==> config.mk <==
export PLATFORM = sky130hd
export DESIGN_NAME = mouse_motion_accel_smooth_flat
export DESIGN_NICKNAME = d
export VERILOG_FILES = /design/src/rtl/mmas_pkg.sv /design/src/rtl/mmas_in_if.sv /design/src/rtl/mmas_out_if.sv /design/src/rtl/mmas_div.sv /design/src/rtl/mmas_accel.sv /design/src/rtl/mouse_motion_accel_smooth.sv /design/src/flat_wrapper.sv
export SDC_FILE = /design/constraint.sdc
export NUM_CORES = 1
export LEC_CHECK = 0
export BUFFER_PORTS_ARGS = -buffer_cell sky130_fd_sc_hd__buf_2
export CORE_ASPECT_RATIO = 0.9
export CORE_MARGIN = 4
export CORE_UTILIZATION = 25
export CTS_CLUSTER_DIAMETER = 60
export CTS_CLUSTER_SIZE = 25
export DETAILED_ROUTE_END_ITERATION = 10
export MAX_ROUTING_LAYER = met4
export PLACE_DENSITY = 0.39
export SYNTH_ARGS = -nofsm -noshare
export SYNTH_HDL_FRONTEND = slang
export SYNTH_SLANG_ARGS = --single-unit
==> constraint.sdc <==
create_clock -name i_clk -period 7.6 [get_ports i_clk]
set_clock_uncertainty 0.15 [all_clocks]
set_input_delay 1.52 -clock i_clk [delete_from_list [all_inputs] [get_ports i_clk]]
set_output_delay 1.52 -clock i_clk [all_outputs]
set_load 0.05 [all_outputs]
==> src/rtl/mmas_pkg.sv <==
// ----------------------------------------------------------------------------
// mmas_pkg
// Shared widths, reset values, register indexes and types for the mouse
// motion smoothing and acceleration block.
// ----------------------------------------------------------------------------
package mmas_pkg;

    localparam int MMAS_COUNT_BITS     = 16;
    localparam int MMAS_GAIN_FRAC_BITS = 4;

    localparam int FRAC_BITS     = 16;
    localparam int GAIN_BITS     = 8;
    localparam int THR_BITS      = 10;
    localparam int BTN_BITS      = 8;
    localparam int OUT_BITS      = 20;
    localparam int CFG_IDX_BITS  = 3;
    localparam int CFG_DATA_BITS = 10;

    localparam logic [GAIN_BITS-1:0] GAIN_RST   = 8'd32;
    localparam logic [THR_BITS-1:0]  THR_RST    = 10'd10;
    localparam logic                 SMOOTH_RST = 1'b0;
    localparam logic                 VDIS_RST   = 1'b1;
    localparam logic                 MLOOK_RST  = 1'b1;

    typedef enum logic [CFG_IDX_BITS-1:0] {
        CFG_GAIN,
        CFG_THR,
        CFG_SMOOTH,
        CFG_VDIS,
        CFG_MLOOK
    } t_cfg_idx;

    typedef enum logic [2:0] {
        S_IDLE,
        S_DIV,
        S_MUL,
        S_SUB,
        S_CHK,
        S_ACC,
        S_OUT
    } t_state;

    typedef struct packed {
        logic [GAIN_BITS-1:0] gain;
        logic [THR_BITS-1:0]  thr;
    } t_accel_cfg;

endpackage

==> src/rtl/mmas_in_if.sv <==
// ----------------------------------------------------------------------------
// mmas_in_if
// Motion input channel: per-tick counts, tick fraction and button mask.
// ----------------------------------------------------------------------------
interface mmas_in_if #(
    parameter int COUNT_BITS = mmas_pkg::MMAS_COUNT_BITS
);
    import mmas_pkg::*;

    logic                         valid;
    logic                         ready;
    logic signed [COUNT_BITS-1:0] delta_x;
    logic signed [COUNT_BITS-1:0] delta_y;
    logic [FRAC_BITS-1:0]         tick_fraction;
    logic [BTN_BITS-1:0]          button_mask;

    modport source (
        output valid, delta_x, delta_y, tick_fraction, button_mask,
        input  ready
    );

    modport sink (
        input  valid, delta_x, delta_y, tick_fraction, button_mask,
        output ready
    );

endinterface

==> src/rtl/mmas_out_if.sv <==
// ----------------------------------------------------------------------------
// mmas_out_if
// Motion result channel: buttons and saturated accelerated motion.
// ----------------------------------------------------------------------------
interface mmas_out_if;
    import mmas_pkg::*;

    logic                       valid;
    logic                       ready;
    logic [BTN_BITS-1:0]        buttons;
    logic signed [OUT_BITS-1:0] move_x;
    logic signed [OUT_BITS-1:0] move_y;

    modport source (
        output valid, buttons, move_x, move_y,
        input  ready
    );

    modport sink (
        input  valid, buttons, move_x, move_y,
        output ready
    );

endinterface

==> src/rtl/mmas_div.sv <==
// ----------------------------------------------------------------------------
// mmas_div
// Bit-serial restoring divider for the smoothing factor
// f = floor(frac * 2^16 / (2^16 + frac)), one quotient bit per cycle.
// ----------------------------------------------------------------------------
module mmas_div (
    input  logic                           i_clk,
    input  logic                           i_rst_n,
    input  logic                           i_start,
    input  logic [mmas_pkg::FRAC_BITS-1:0] i_frac,
    output logic                           o_done,
    output logic [mmas_pkg::FRAC_BITS-1:0] o_quot
);
    import mmas_pkg::*;

    localparam int CNT_BITS = $clog2(FRAC_BITS + 1);

    logic [CNT_BITS-1:0]  r_cnt;
    logic                 r_done;
    logic [FRAC_BITS:0]   r_rem;
    logic [FRAC_BITS:0]   r_div;
    logic [FRAC_BITS-1:0] r_quot;

    logic [FRAC_BITS+2:0] w_trial;
    logic                 w_qbit;

    // Remainder stays below the divisor, so the doubled value fits one bit more.
    assign w_trial = {1'b0, r_rem, 1'b0} - {2'b00, r_div};
    assign w_qbit  = ~w_trial[FRAC_BITS+2];

    always_ff @(posedge i_clk) begin
        if (!i_rst_n) begin
            r_cnt  <= '0;
            r_done <= 1'b0;
        end else if (i_start) begin
            r_cnt  <= CNT_BITS'(FRAC_BITS);
            r_done <= 1'b0;
        end else if (r_cnt != '0) begin
            r_cnt  <= r_cnt - 1'b1;
            r_done <= (r_cnt == CNT_BITS'(1));
        end else begin
            r_done <= 1'b0;
        end
    end

    // Dividend is frac followed by sixteen zero bits; frac < divisor, so the
    // upper half gives a zero quotient and becomes the starting remainder.
    always_ff @(posedge i_clk) begin
        if (i_start) begin
            r_rem  <= {1'b0, i_frac};
            r_div  <= {1'b1, i_frac};
            r_quot <= '0;
        end else if (r_cnt != '0) begin
            r_rem  <= w_qbit ? w_trial[FRAC_BITS:0] : {r_rem[FRAC_BITS-1:0], 1'b0};
            r_quot <= {r_quot[FRAC_BITS-2:0], w_qbit};
        end
    end

    assign o_done = r_done;
    assign o_quot = r_quot;

endmodule

==> src/rtl/mmas_accel.sv <==
// ----------------------------------------------------------------------------
// mmas_accel
// Threshold acceleration of one axis: magnitude above the threshold is scaled
// by the gain through a bit-serial multiplier, then sign restored and clamped.
// ----------------------------------------------------------------------------
module mmas_accel #(
    parameter int COUNT_BITS     = mmas_pkg::MMAS_COUNT_BITS,
    parameter int GAIN_FRAC_BITS = mmas_pkg::MMAS_GAIN_FRAC_BITS
) (
    input  logic                                i_clk,
    input  logic                                i_rst_n,
    input  logic                                i_start,
    input  logic signed [COUNT_BITS+2:0]        i_val,
    input  logic                                i_inv,
    input  mmas_pkg::t_accel_cfg                i_cfg,
    output logic                                o_done,
    output logic signed [mmas_pkg::OUT_BITS-1:0] o_move
);
    import mmas_pkg::*;

    localparam int V_BITS   = COUNT_BITS + 3;
    localparam int P_BITS   = V_BITS + GAIN_BITS;
    localparam int M_BITS   = (P_BITS >= OUT_BITS) ? P_BITS + 1 : OUT_BITS + 1;
    localparam int CNT_BITS = $clog2(GAIN_BITS + 2);
    localparam logic [CNT_BITS-1:0] CNT_FIN = CNT_BITS'(GAIN_BITS + 1);

    logic                       r_busy;
    logic [CNT_BITS-1:0]        r_cnt;
    logic                       r_done;
    logic [V_BITS-1:0]          r_mag;
    logic                       r_neg;
    logic [GAIN_BITS-1:0]       r_g;
    logic [THR_BITS-1:0]        r_thr;
    logic                       r_above;
    logic [V_BITS-1:0]          r_d;
    logic [P_BITS-1:0]          r_acc;
    logic signed [OUT_BITS-1:0] r_res;

    logic [V_BITS-1:0]   w_abs;
    logic [V_BITS-1:0]   w_thr_ext;
    logic [P_BITS-1:0]   w_addend;
    logic [M_BITS-1:0]   w_scaled;
    logic [M_BITS-1:0]   w_mag;
    logic [M_BITS-1:0]   w_lim;
    logic [M_BITS-1:0]   w_sat;
    logic [OUT_BITS-1:0] w_low;
    logic [OUT_BITS-1:0] w_res;

    assign w_abs     = i_val[V_BITS-1] ? V_BITS'(-i_val) : V_BITS'(i_val);
    assign w_thr_ext = V_BITS'(r_thr);
    assign w_addend  = r_g[GAIN_BITS-1] ? P_BITS'(r_d) : '0;

    assign w_scaled = M_BITS'(r_acc >> GAIN_FRAC_BITS) + M_BITS'(r_thr);
    assign w_mag    = r_above ? w_scaled : M_BITS'(r_mag);
    // Negative side reaches one step further than the positive side.
    assign w_lim    = r_neg ? (M_BITS'(1) << (OUT_BITS - 1))
                            : ((M_BITS'(1) << (OUT_BITS - 1)) - M_BITS'(1));
    assign w_sat    = (w_mag > w_lim) ? w_lim : w_mag;
    assign w_low    = w_sat[OUT_BITS-1:0];
    assign w_res    = r_neg ? -w_low : w_low;

    always_ff @(posedge i_clk) begin
        if (!i_rst_n) begin
            r_busy <= 1'b0;
            r_cnt  <= '0;
            r_done <= 1'b0;
        end else if (i_start) begin
            r_busy <= 1'b1;
            r_cnt  <= '0;
            r_done <= 1'b0;
        end else if (r_busy) begin
            r_done <= (r_cnt == CNT_FIN);
            if (r_cnt == CNT_FIN) begin
                r_busy <= 1'b0;
            end else begin
                r_cnt <= r_cnt + 1'b1;
            end
        end else begin
            r_done <= 1'b0;
        end
    end

    always_ff @(posedge i_clk) begin
        if (i_start) begin
            r_mag <= w_abs;
            r_neg <= i_val[V_BITS-1] ^ i_inv;
            r_g   <= i_cfg.gain;
            r_thr <= i_cfg.thr;
        end else if (r_busy) begin
            if (r_cnt == '0) begin
                r_above <= (r_mag > w_thr_ext);
                r_d     <= r_mag - w_thr_ext;
                r_acc   <= '0;
            end else if (r_cnt == CNT_FIN) begin
                r_res <= w_res;
            end else begin
                // MSB first: double and add the gain digit.
                r_acc <= (r_acc << 1) + w_addend;
                r_g   <= {r_g[GAIN_BITS-2:0], 1'b0};
            end
        end
    end

    assign o_done = r_done;
    assign o_move = r_res;

endmodule

==> src/rtl/mouse_motion_accel_smooth.sv <==
// ----------------------------------------------------------------------------
// mouse_motion_accel_smooth
// Smoothing off: each transaction is checked and, if it moves, accelerated and
// registered at the output; a transaction with no motion gives no result.
// Smoothing on: the 16-step factor divider and the 16-step serial carry
// multiplier run first, then the gain multiplier. No new transaction is taken
// until the last is through. A stalled result holds the next transaction back.
// Synchronous reset clears control, carries, configuration and output valid.
// ----------------------------------------------------------------------------
module mouse_motion_accel_smooth #(
    parameter int COUNT_BITS     = mmas_pkg::MMAS_COUNT_BITS,
    parameter int GAIN_FRAC_BITS = mmas_pkg::MMAS_GAIN_FRAC_BITS
) (
    input  logic                               i_clk,
    input  logic                               i_rst_n,
    mmas_in_if.sink                            i_mot,
    mmas_out_if.source                         o_mot,
    input  logic                               i_cfg_we,
    input  logic [mmas_pkg::CFG_IDX_BITS-1:0]  i_cfg_idx,
    input  logic [mmas_pkg::CFG_DATA_BITS-1:0] i_cfg_data
);
    import mmas_pkg::*;

    localparam int V_BITS    = COUNT_BITS + 3;
    localparam int V1_BITS   = V_BITS + 1;
    localparam int C_BITS    = COUNT_BITS + 2;
    localparam int MCNT_BITS = $clog2(FRAC_BITS);

    t_state r_state;
    t_state n_state;

    logic [GAIN_BITS-1:0] r_gain;
    logic [THR_BITS-1:0]  r_thr;
    logic                 r_smooth;
    logic                 r_vdis;
    logic                 r_mlook;

    logic signed [C_BITS-1:0] r_carry_x;
    logic signed [C_BITS-1:0] r_carry_y;
    logic signed [V_BITS-1:0] r_x;
    logic signed [V_BITS-1:0] r_y;
    logic [BTN_BITS-1:0]      r_btn;
    logic [FRAC_BITS-1:0]     r_fsh;
    logic [MCNT_BITS-1:0]     r_mcnt;
    logic signed [V_BITS-1:0] r_ax;
    logic signed [V_BITS-1:0] r_ay;

    logic                       r_ov;
    logic [BTN_BITS-1:0]        r_obtn;
    logic signed [OUT_BITS-1:0] r_omx;
    logic signed [OUT_BITS-1:0] r_omy;

    logic w_ready;
    logic w_take;
    logic w_div_start;
    logic w_mul_load;
    logic w_mul_step;
    logic w_sub;
    logic w_acc_start;
    logic w_out_load;
    logic w_zero;

    logic                       w_div_done;
    logic [FRAC_BITS-1:0]       w_quot;
    logic                       w_ax_done;
    logic                       w_ay_done;
    logic signed [OUT_BITS-1:0] w_ax_move;
    logic signed [OUT_BITS-1:0] w_ay_move;
    t_accel_cfg                 w_acfg;

    logic signed [V_BITS-1:0]  w_sx;
    logic signed [V_BITS-1:0]  w_sy;
    logic signed [V1_BITS-1:0] w_addx;
    logic signed [V1_BITS-1:0] w_addy;
    logic signed [V1_BITS-1:0] w_sumx;
    logic signed [V1_BITS-1:0] w_sumy;

    assign w_zero = (r_x == '0) && (r_y == '0);

    // ---------------- control ----------------
    always_comb begin
        n_state = r_state;
        case (r_state)
            S_IDLE: begin
                if (i_mot.valid) begin
                    n_state = r_smooth ? S_DIV : S_CHK;
                end
            end
            S_DIV: begin
                if (w_div_done) begin
                    n_state = S_MUL;
                end
            end
            S_MUL: begin
                if (r_mcnt == MCNT_BITS'(FRAC_BITS - 1)) begin
                    n_state = S_SUB;
                end
            end
            S_SUB: n_state = S_CHK;
            S_CHK: n_state = w_zero ? S_IDLE : S_ACC;
            S_ACC: begin
                if (w_ax_done) begin
                    n_state = S_OUT;
                end
            end
            S_OUT: begin
                if (!r_ov || o_mot.ready) begin
                    n_state = S_IDLE;
                end
            end
            default: n_state = S_IDLE;
        endcase
    end

    always_comb begin
        w_ready     = (r_state == S_IDLE);
        w_take      = w_ready && i_mot.valid;
        w_div_start = w_take && r_smooth;
        w_mul_load  = (r_state == S_DIV) && w_div_done;
        w_mul_step  = (r_state == S_MUL);
        w_sub       = (r_state == S_SUB);
        w_acc_start = (r_state == S_CHK) && !w_zero;
        w_out_load  = (r_state == S_OUT) && (!r_ov || o_mot.ready);
    end

    always_ff @(posedge i_clk) begin
        if (!i_rst_n) begin
            r_state <= S_IDLE;
        end else begin
            r_state <= n_state;
        end
    end

    // ---------------- configuration ----------------
    always_ff @(posedge i_clk) begin
        if (!i_rst_n) begin
            r_gain   <= GAIN_RST;
            r_thr    <= THR_RST;
            r_smooth <= SMOOTH_RST;
            r_vdis   <= VDIS_RST;
            r_mlook  <= MLOOK_RST;
        end else if (i_cfg_we) begin
            case (i_cfg_idx)
                CFG_GAIN:   r_gain   <= i_cfg_data[GAIN_BITS-1:0];
                CFG_THR:    r_thr    <= i_cfg_data[THR_BITS-1:0];
                CFG_SMOOTH: r_smooth <= i_cfg_data[0];
                CFG_VDIS:   r_vdis   <= i_cfg_data[0];
                CFG_MLOOK:  r_mlook  <= i_cfg_data[0];
                default: ;
            endcase
        end
    end

    // ---------------- smoothing datapath ----------------
    assign w_sx = V_BITS'(i_mot.delta_x) + (r_smooth ? V_BITS'(r_carry_x) : V_BITS'(0));
    assign w_sy = V_BITS'(i_mot.delta_y) + (r_smooth ? V_BITS'(r_carry_y) : V_BITS'(0));

    // LSB-first shift-add; dropping the low bit each step keeps floor of the
    // product scaled down by 2^16.
    assign w_addx = r_fsh[0] ? V1_BITS'(r_x) : V1_BITS'(0);
    assign w_addy = r_fsh[0] ? V1_BITS'(r_y) : V1_BITS'(0);
    assign w_sumx = V1_BITS'(r_ax) + w_addx;
    assign w_sumy = V1_BITS'(r_ay) + w_addy;

    always_ff @(posedge i_clk) begin
        if (w_take) begin
            r_x   <= w_sx;
            r_y   <= w_sy;
            r_btn <= i_mot.button_mask;
        end else if (w_sub) begin
            r_x <= r_x - r_ax;
            r_y <= r_y - r_ay;
        end
    end

    always_ff @(posedge i_clk) begin
        if (w_mul_load) begin
            r_fsh <= w_quot;
            r_ax  <= '0;
            r_ay  <= '0;
        end else if (w_mul_step) begin
            r_fsh <= {1'b0, r_fsh[FRAC_BITS-1:1]};
            r_ax  <= w_sumx[V1_BITS-1:1];
            r_ay  <= w_sumy[V1_BITS-1:1];
        end
    end

    always_ff @(posedge i_clk) begin
        if (!i_rst_n) begin
            r_mcnt    <= '0;
            r_carry_x <= '0;
            r_carry_y <= '0;
        end else begin
            if (w_mul_load) begin
                r_mcnt <= '0;
            end else if (w_mul_step) begin
                r_mcnt <= r_mcnt + 1'b1;
            end
            if (w_sub) begin
                r_carry_x <= r_ax[C_BITS-1:0];
                r_carry_y <= r_ay[C_BITS-1:0];
            end
        end
    end

    mmas_div u_div (
        .i_clk   (i_clk),
        .i_rst_n (i_rst_n),
        .i_start (w_div_start),
        .i_frac  (i_mot.tick_fraction),
        .o_done  (w_div_done),
        .o_quot  (w_quot)
    );

    // ---------------- acceleration ----------------
    assign w_acfg = '{gain: r_gain, thr: r_thr};

    mmas_accel #(
        .COUNT_BITS     (COUNT_BITS),
        .GAIN_FRAC_BITS (GAIN_FRAC_BITS)
    ) u_accel_x (
        .i_clk   (i_clk),
        .i_rst_n (i_rst_n),
        .i_start (w_acc_start),
        .i_val   (r_x),
        .i_inv   (1'b0),
        .i_cfg   (w_acfg),
        .o_done  (w_ax_done),
        .o_move  (w_ax_move)
    );

    // Vertical motion leaves negated.
    mmas_accel #(
        .COUNT_BITS     (COUNT_BITS),
        .GAIN_FRAC_BITS (GAIN_FRAC_BITS)
    ) u_accel_y (
        .i_clk   (i_clk),
        .i_rst_n (i_rst_n),
        .i_start (w_acc_start),
        .i_val   (r_y),
        .i_inv   (1'b1),
        .i_cfg   (w_acfg),
        .o_done  (w_ay_done),
        .o_move  (w_ay_move)
    );

    // ---------------- output register ----------------
    always_ff @(posedge i_clk) begin
        if (!i_rst_n) begin
            r_ov <= 1'b0;
        end else if (w_out_load) begin
            r_ov <= 1'b1;
        end else if (o_mot.ready) begin
            r_ov <= 1'b0;
        end
    end

    always_ff @(posedge i_clk) begin
        if (w_out_load) begin
            r_obtn <= r_btn;
            r_omx  <= w_ax_move;
            r_omy  <= (r_vdis && !r_mlook) ? '0 : w_ay_move;
        end
    end

    assign i_mot.ready   = w_ready;
    assign o_mot.valid   = r_ov;
    assign o_mot.buttons = r_obtn;
    assign o_mot.move_x  = r_omx;
    assign o_mot.move_y  = r_omy;

    // ---------------- assertions ----------------
    a_div_done_in_div: assert property (@(posedge i_clk) disable iff (!i_rst_n)
        w_div_done |-> (r_state == S_DIV))
        else $error("divider finished outside the divide phase");

    a_accel_lockstep: assert property (@(posedge i_clk) disable iff (!i_rst_n)
        w_ax_done == w_ay_done)
        else $error("axis accelerators out of step");

    a_accel_done_in_acc: assert property (@(posedge i_clk) disable iff (!i_rst_n)
        w_ax_done |-> (r_state == S_ACC))
        else $error("accelerator finished outside the acceleration phase");

    a_carry_hold: assert property (@(posedge i_clk) disable iff (!i_rst_n)
        (r_state != S_SUB) |=> ($stable(r_carry_x) && $stable(r_carry_y)))
        else $error("carry changed outside the update step");

endmodule
==> src/flat_wrapper.sv <==
// flat-port wrapper written by rule: the top's interface ports become plain ports
module mouse_motion_accel_smooth_flat import mmas_pkg::*;
#(
    parameter int COUNT_BITS     = mmas_pkg::MMAS_COUNT_BITS,
    parameter int GAIN_FRAC_BITS = mmas_pkg::MMAS_GAIN_FRAC_BITS
)
  (i_clk, i_rst_n, i_cfg_we, i_cfg_idx, i_cfg_data, i_mot_valid, i_mot_delta_x, i_mot_delta_y, i_mot_tick_fraction, i_mot_button_mask, i_mot_ready, o_mot_valid, o_mot_buttons, o_mot_move_x, o_mot_move_y, o_mot_ready);
  mmas_in_if #(.COUNT_BITS(COUNT_BITS)) i_mot_i ();
  mmas_out_if o_mot_i ();
  input  logic i_clk;
  input  logic i_rst_n;
  input  logic i_cfg_we;
  input  logic [mmas_pkg::CFG_IDX_BITS-1:0] i_cfg_idx;
  input  logic [mmas_pkg::CFG_DATA_BITS-1:0] i_cfg_data;
  input wire logic [$bits(i_mot_i.valid)-1:0] i_mot_valid;
  input wire logic [$bits(i_mot_i.delta_x)-1:0] i_mot_delta_x;
  input wire logic [$bits(i_mot_i.delta_y)-1:0] i_mot_delta_y;
  input wire logic [$bits(i_mot_i.tick_fraction)-1:0] i_mot_tick_fraction;
  input wire logic [$bits(i_mot_i.button_mask)-1:0] i_mot_button_mask;
  output wire logic [$bits(i_mot_i.ready)-1:0] i_mot_ready;
  output wire logic [$bits(o_mot_i.valid)-1:0] o_mot_valid;
  output wire logic [$bits(o_mot_i.buttons)-1:0] o_mot_buttons;
  output wire logic [$bits(o_mot_i.move_x)-1:0] o_mot_move_x;
  output wire logic [$bits(o_mot_i.move_y)-1:0] o_mot_move_y;
  input wire logic [$bits(o_mot_i.ready)-1:0] o_mot_ready;
  assign i_mot_i.valid = i_mot_valid;
  assign i_mot_i.delta_x = i_mot_delta_x;
  assign i_mot_i.delta_y = i_mot_delta_y;
  assign i_mot_i.tick_fraction = i_mot_tick_fraction;
  assign i_mot_i.button_mask = i_mot_button_mask;
  assign i_mot_ready = i_mot_i.ready;
  assign o_mot_valid = o_mot_i.valid;
  assign o_mot_buttons = o_mot_i.buttons;
  assign o_mot_move_x = o_mot_i.move_x;
  assign o_mot_move_y = o_mot_i.move_y;
  assign o_mot_i.ready = o_mot_ready;
  mouse_motion_accel_smooth #(.COUNT_BITS(COUNT_BITS), .GAIN_FRAC_BITS(GAIN_FRAC_BITS)) u_core (.i_clk(i_clk), .i_rst_n(i_rst_n), .i_mot(i_mot_i), .o_mot(o_mot_i), .i_cfg_we(i_cfg_we), .i_cfg_idx(i_cfg_idx), .i_cfg_data(i_cfg_data));
endmodule
==> impl_metrics.env <==
export IMPL_status="finished, final reports clean"
export IMPL_cp_depth=25
export IMPL_hold_buffers=0
export IMPL_drive_above_1_share=0.0930
export IMPL_p_leak_nw=14.0
export IMPL_grt_ovfl_total=0
export IMPL_layout_common_cells="447 x nand2_1, 342 x edfxtp_1, 253 x ha_1"
export IMPL_setup_slack_ps=850
export IMPL_rows=122
export IMPL_endpoint_kind="flop"
export IMPL_drcViolationCount=0
export IMPL_worst_pin_slew_ps=1120
export IMPL_core_area_um2=123000
export IMPL_hold_viol_final=0
export IMPL_fin_nets=3799
export IMPL_cts_clk_slew_worst_paths_ps=80
export IMPL_wl_met1_mm=45.3
export IMPL_cts_max_level=2
export IMPL_ys_ff_latch=479
export IMPL_io_pins=124
export IMPL_grt_pass1_wl_mm=138
export IMPL_p_comb_frac=0.497
export IMPL_fillCellCount=13100
export IMPL_yosysWarnings=0
export IMPL_critical_path_max_stage_delay_ps=560
export IMPL_mostFrequentLayoutCell="nand2_1"
export IMPL_syn2layout_area_growth_pct=14.7
export IMPL_gp_congestion=0.818
export IMPL_holdWs_ps=270
export IMPL_critPathTopFamily="compound AO/OA/AOI/OAI gates"
export IMPL_synth_avg_cell_area_um2=9.29
export IMPL_drt_iter0_markers=1256
export IMPL_antenna_found_initial=11
export IMPL_cp_start_kind="flop"
export IMPL_start_util=0.252
export IMPL_syn_area_um2=31100
export IMPL_stdcell_count=5126
export IMPL_num_vias=23900
export IMPL_period_needed_ps=6750
export IMPL_grt_pass1_vias=23500
export IMPL_cts_tree="built"
export IMPL_slowest_stage="edfxtp_1"
export IMPL_p_sw_frac=0.436
export IMPL_die_area_um2=130000
export IMPL_slew_violations=0
export IMPL_p_per_area_nw_per_um2=427
export IMPL_path_max_fanout=30
export IMPL_crit_required_ps=7870
export IMPL_p_sw_mw=6.65
export IMPL_cts_buffers=56
export IMPL_max_slew_margin=0.252
export IMPL_place_inst=5013
export IMPL_wl_per_cell_um=17.1
export IMPL_setup_tns_ps=0
export IMPL_pre_cts_slack_ps=555
export IMPL_wl_met2_mm=37.3
export IMPL_insertion_delay_ps=670
export IMPL_viasPerCell=4.67
export IMPL_grt_setup_unrepaired="no"
export IMPL_p_seq_frac=0.311
export IMPL_synth_ff_type="edfxtp_1"
export IMPL_multi_input_area_um2=17100
export IMPL_synth_async_reset_ratio=0
export IMPL_seq_area_frac_synth=0.418
export IMPL_clkPwrFrac=0.192
export IMPL_post_cts_buffers=0
export IMPL_ys_types=90
export IMPL_placed_area_um2=33700
export IMPL_synth_edf_count=342
export IMPL_ctsResizeCount=0
export IMPL_die_w_um=380
export IMPL_synth_nets=3691
export IMPL_drv_cap=0
export IMPL_setup_viol=0
export IMPL_maxUsedRoutingLayer="met4"
export IMPL_cts_root_buf="clkbuf_16"
export IMPL_drt_wl_total_mm=87.7
export IMPL_vdd_drop_max_mv=0.212
export IMPL_worst_ep_arrival_time_ps=7020
export IMPL_whs_path_depth=0
export IMPL_finalInstanceArea_um2=35700
export IMPL_clkSinkCount=479
export IMPL_period_share=0.888
export IMPL_antenna_left=0
export IMPL_fmax_mhz=148
export IMPL_drt_first_pass_iters=5
export IMPL_dpl_hpwl_mm=65.2
export IMPL_wl_met3_mm=3.14
export IMPL_clk_path_buf_depth=3
export IMPL_grt_use_total=0.137
export IMPL_min_path_type="flop to flop"
export IMPL_netlist_instances=3351
export IMPL_reg2reg_depth=25
export IMPL_portBuffers=123
export IMPL_fp_dieH_um=343
export IMPL_p_int_mw=8.61
export IMPL_grt_max_degree=56
export IMPL_regArea_um2=13000
export IMPL_worstSetupPathType="flop to flop"
export IMPL_cp_num_buf_inv=4
==> flip-flops by register name (all words and copies together) (netlist names), 10 cells and up <==
name / flops
u_core.u_accel_x.r_acc: 27
u_core.u_accel_y.r_acc: 27
u_core.o_mot.move_x: 20
u_core.o_mot.move_y: 20
u_core.u_accel_x.o_move: 20
u_core.u_accel_y.o_move: 20
u_core.r_ax: 19
u_core.r_ay: 19
u_core.r_x: 19
u_core.r_y: 19
u_core.u_accel_x.r_d: 19
u_core.u_accel_x.r_mag: 19
u_core.u_accel_y.r_d: 19
u_core.u_accel_y.r_mag: 19
u_core.r_carry_x: 18
u_core.r_carry_y: 18
u_core.u_div.r_rem: 17
u_core.r_fsh: 16
u_core.u_div.o_quot: 16
u_core.u_div.r_div: 16
u_core.r_thr: 10
u_core.u_accel_x.r_thr: 10
==> synthesized netlist by cell type, types with 27 or more instances <==
library cell | n | share of area
nor2b_1 | 48 | 0.0096
a21boi_0 | 76 | 0.018
nand2_1 | 449 | 0.054
nand4_1 | 29 | 0.0058
nor2_1 | 242 | 0.029
clkbuf_1 | 102 | 0.012
edfxtp_1 | 342 | 0.33
and3_1 | 32 | 0.0064
nand2b_1 | 44 | 0.0088
a211oi_1 | 27 | 0.0065
dfxtp_1 | 137 | 0.088
and2_1 | 146 | 0.029
a21oi_1 | 226 | 0.036
o31ai_1 | 28 | 0.0068
xnor2_1 | 122 | 0.034
xor2_1 | 86 | 0.024
ha_1 | 253 | 0.10
mux2i_1 | 36 | 0.012
a21o_1 | 44 | 0.011
nor3_1 | 78 | 0.013
o21a_1 | 32 | 0.0077
or3_1 | 45 | 0.0090
nand3_1 | 66 | 0.011
inv_1 | 173 | 0.021
o21ai_0 | 150 | 0.024
o22ai_1 | 31 | 0.0062
==> area by class of cell <==
cell class / instances / area share
diodes: 7 / 0.000490
clock buffers: 61 / 0.0400
clock inverters: 45 / 0.0164
inverters: 177 / 0.0186
multi-input cells: 2582 / 0.478
flip-flops and latches: 479 / 0.364
well taps: 1612 / 0.0565
repair buffers: 163 / 0.0256
==> final timing paths <==
kind	from	slack, ps	endpoint
worst min register to register	u_core.r_btn[2]	270	u_core.o_mot.buttons[2]
worst max-delay path	u_core.u_accel_x.r_thr[1]	850	u_core.u_accel_x.o_move[18]
worst max register to register	u_core.u_accel_x.r_thr[1]	850	u_core.u_accel_x.o_move[18]
worst min-delay path	u_core.r_btn[2]	270	u_core.o_mot.buttons[2]
==> power groups by stage <==
stage                     sequential, mW  combinational [mW]  clock, mW
final                               4.75                7.58       2.94
after floorplan                     4.47                5.90          0
after global placement              4.81                7.64          0
after detailed placement            4.81                7.60          0
after global routing                4.85                8.67       3.16
after CTS                           4.76                7.64       3.07
==> cell families (layout without fill, tap and decap cells) <==
kind of cell | Yosys count | count (layout) | share of synthesized area
AOI/OAI and AO/OA | 786 | 786 | 0.163
xor gates and xnor gates | 208 | 208 | 0.0585
adders and majority gates | 266 | 266 | 0.110
buffers and inverters | 290 | 446 | 0.0356
DFF | 479 | 479 | 0.418
muxes | 44 | 44 | 0.0145
other | 0 | 7 | 0
and+or+nand+nor | 1278 | 1278 | 0.201
==> routing by layer <==
metal  vias up  global-route usage
met1     11200               0.193
met5         -                   -
met4         0              0.0349
met2       316               0.205
met3        95              0.0202
li1      12300                   -
==> metrics by stage <==
step / power, mW / utilization
after floorplan: 10.4 / -
after global placement: 12.5 / 0.273
after detailed placement: 12.4 / 0.273
after CTS: 15.5 / 0.289
after global routing: 16.7 / 0.290
final: 15.3 / 0.290
No activity file was read; power rests on OpenSTA's default activity.
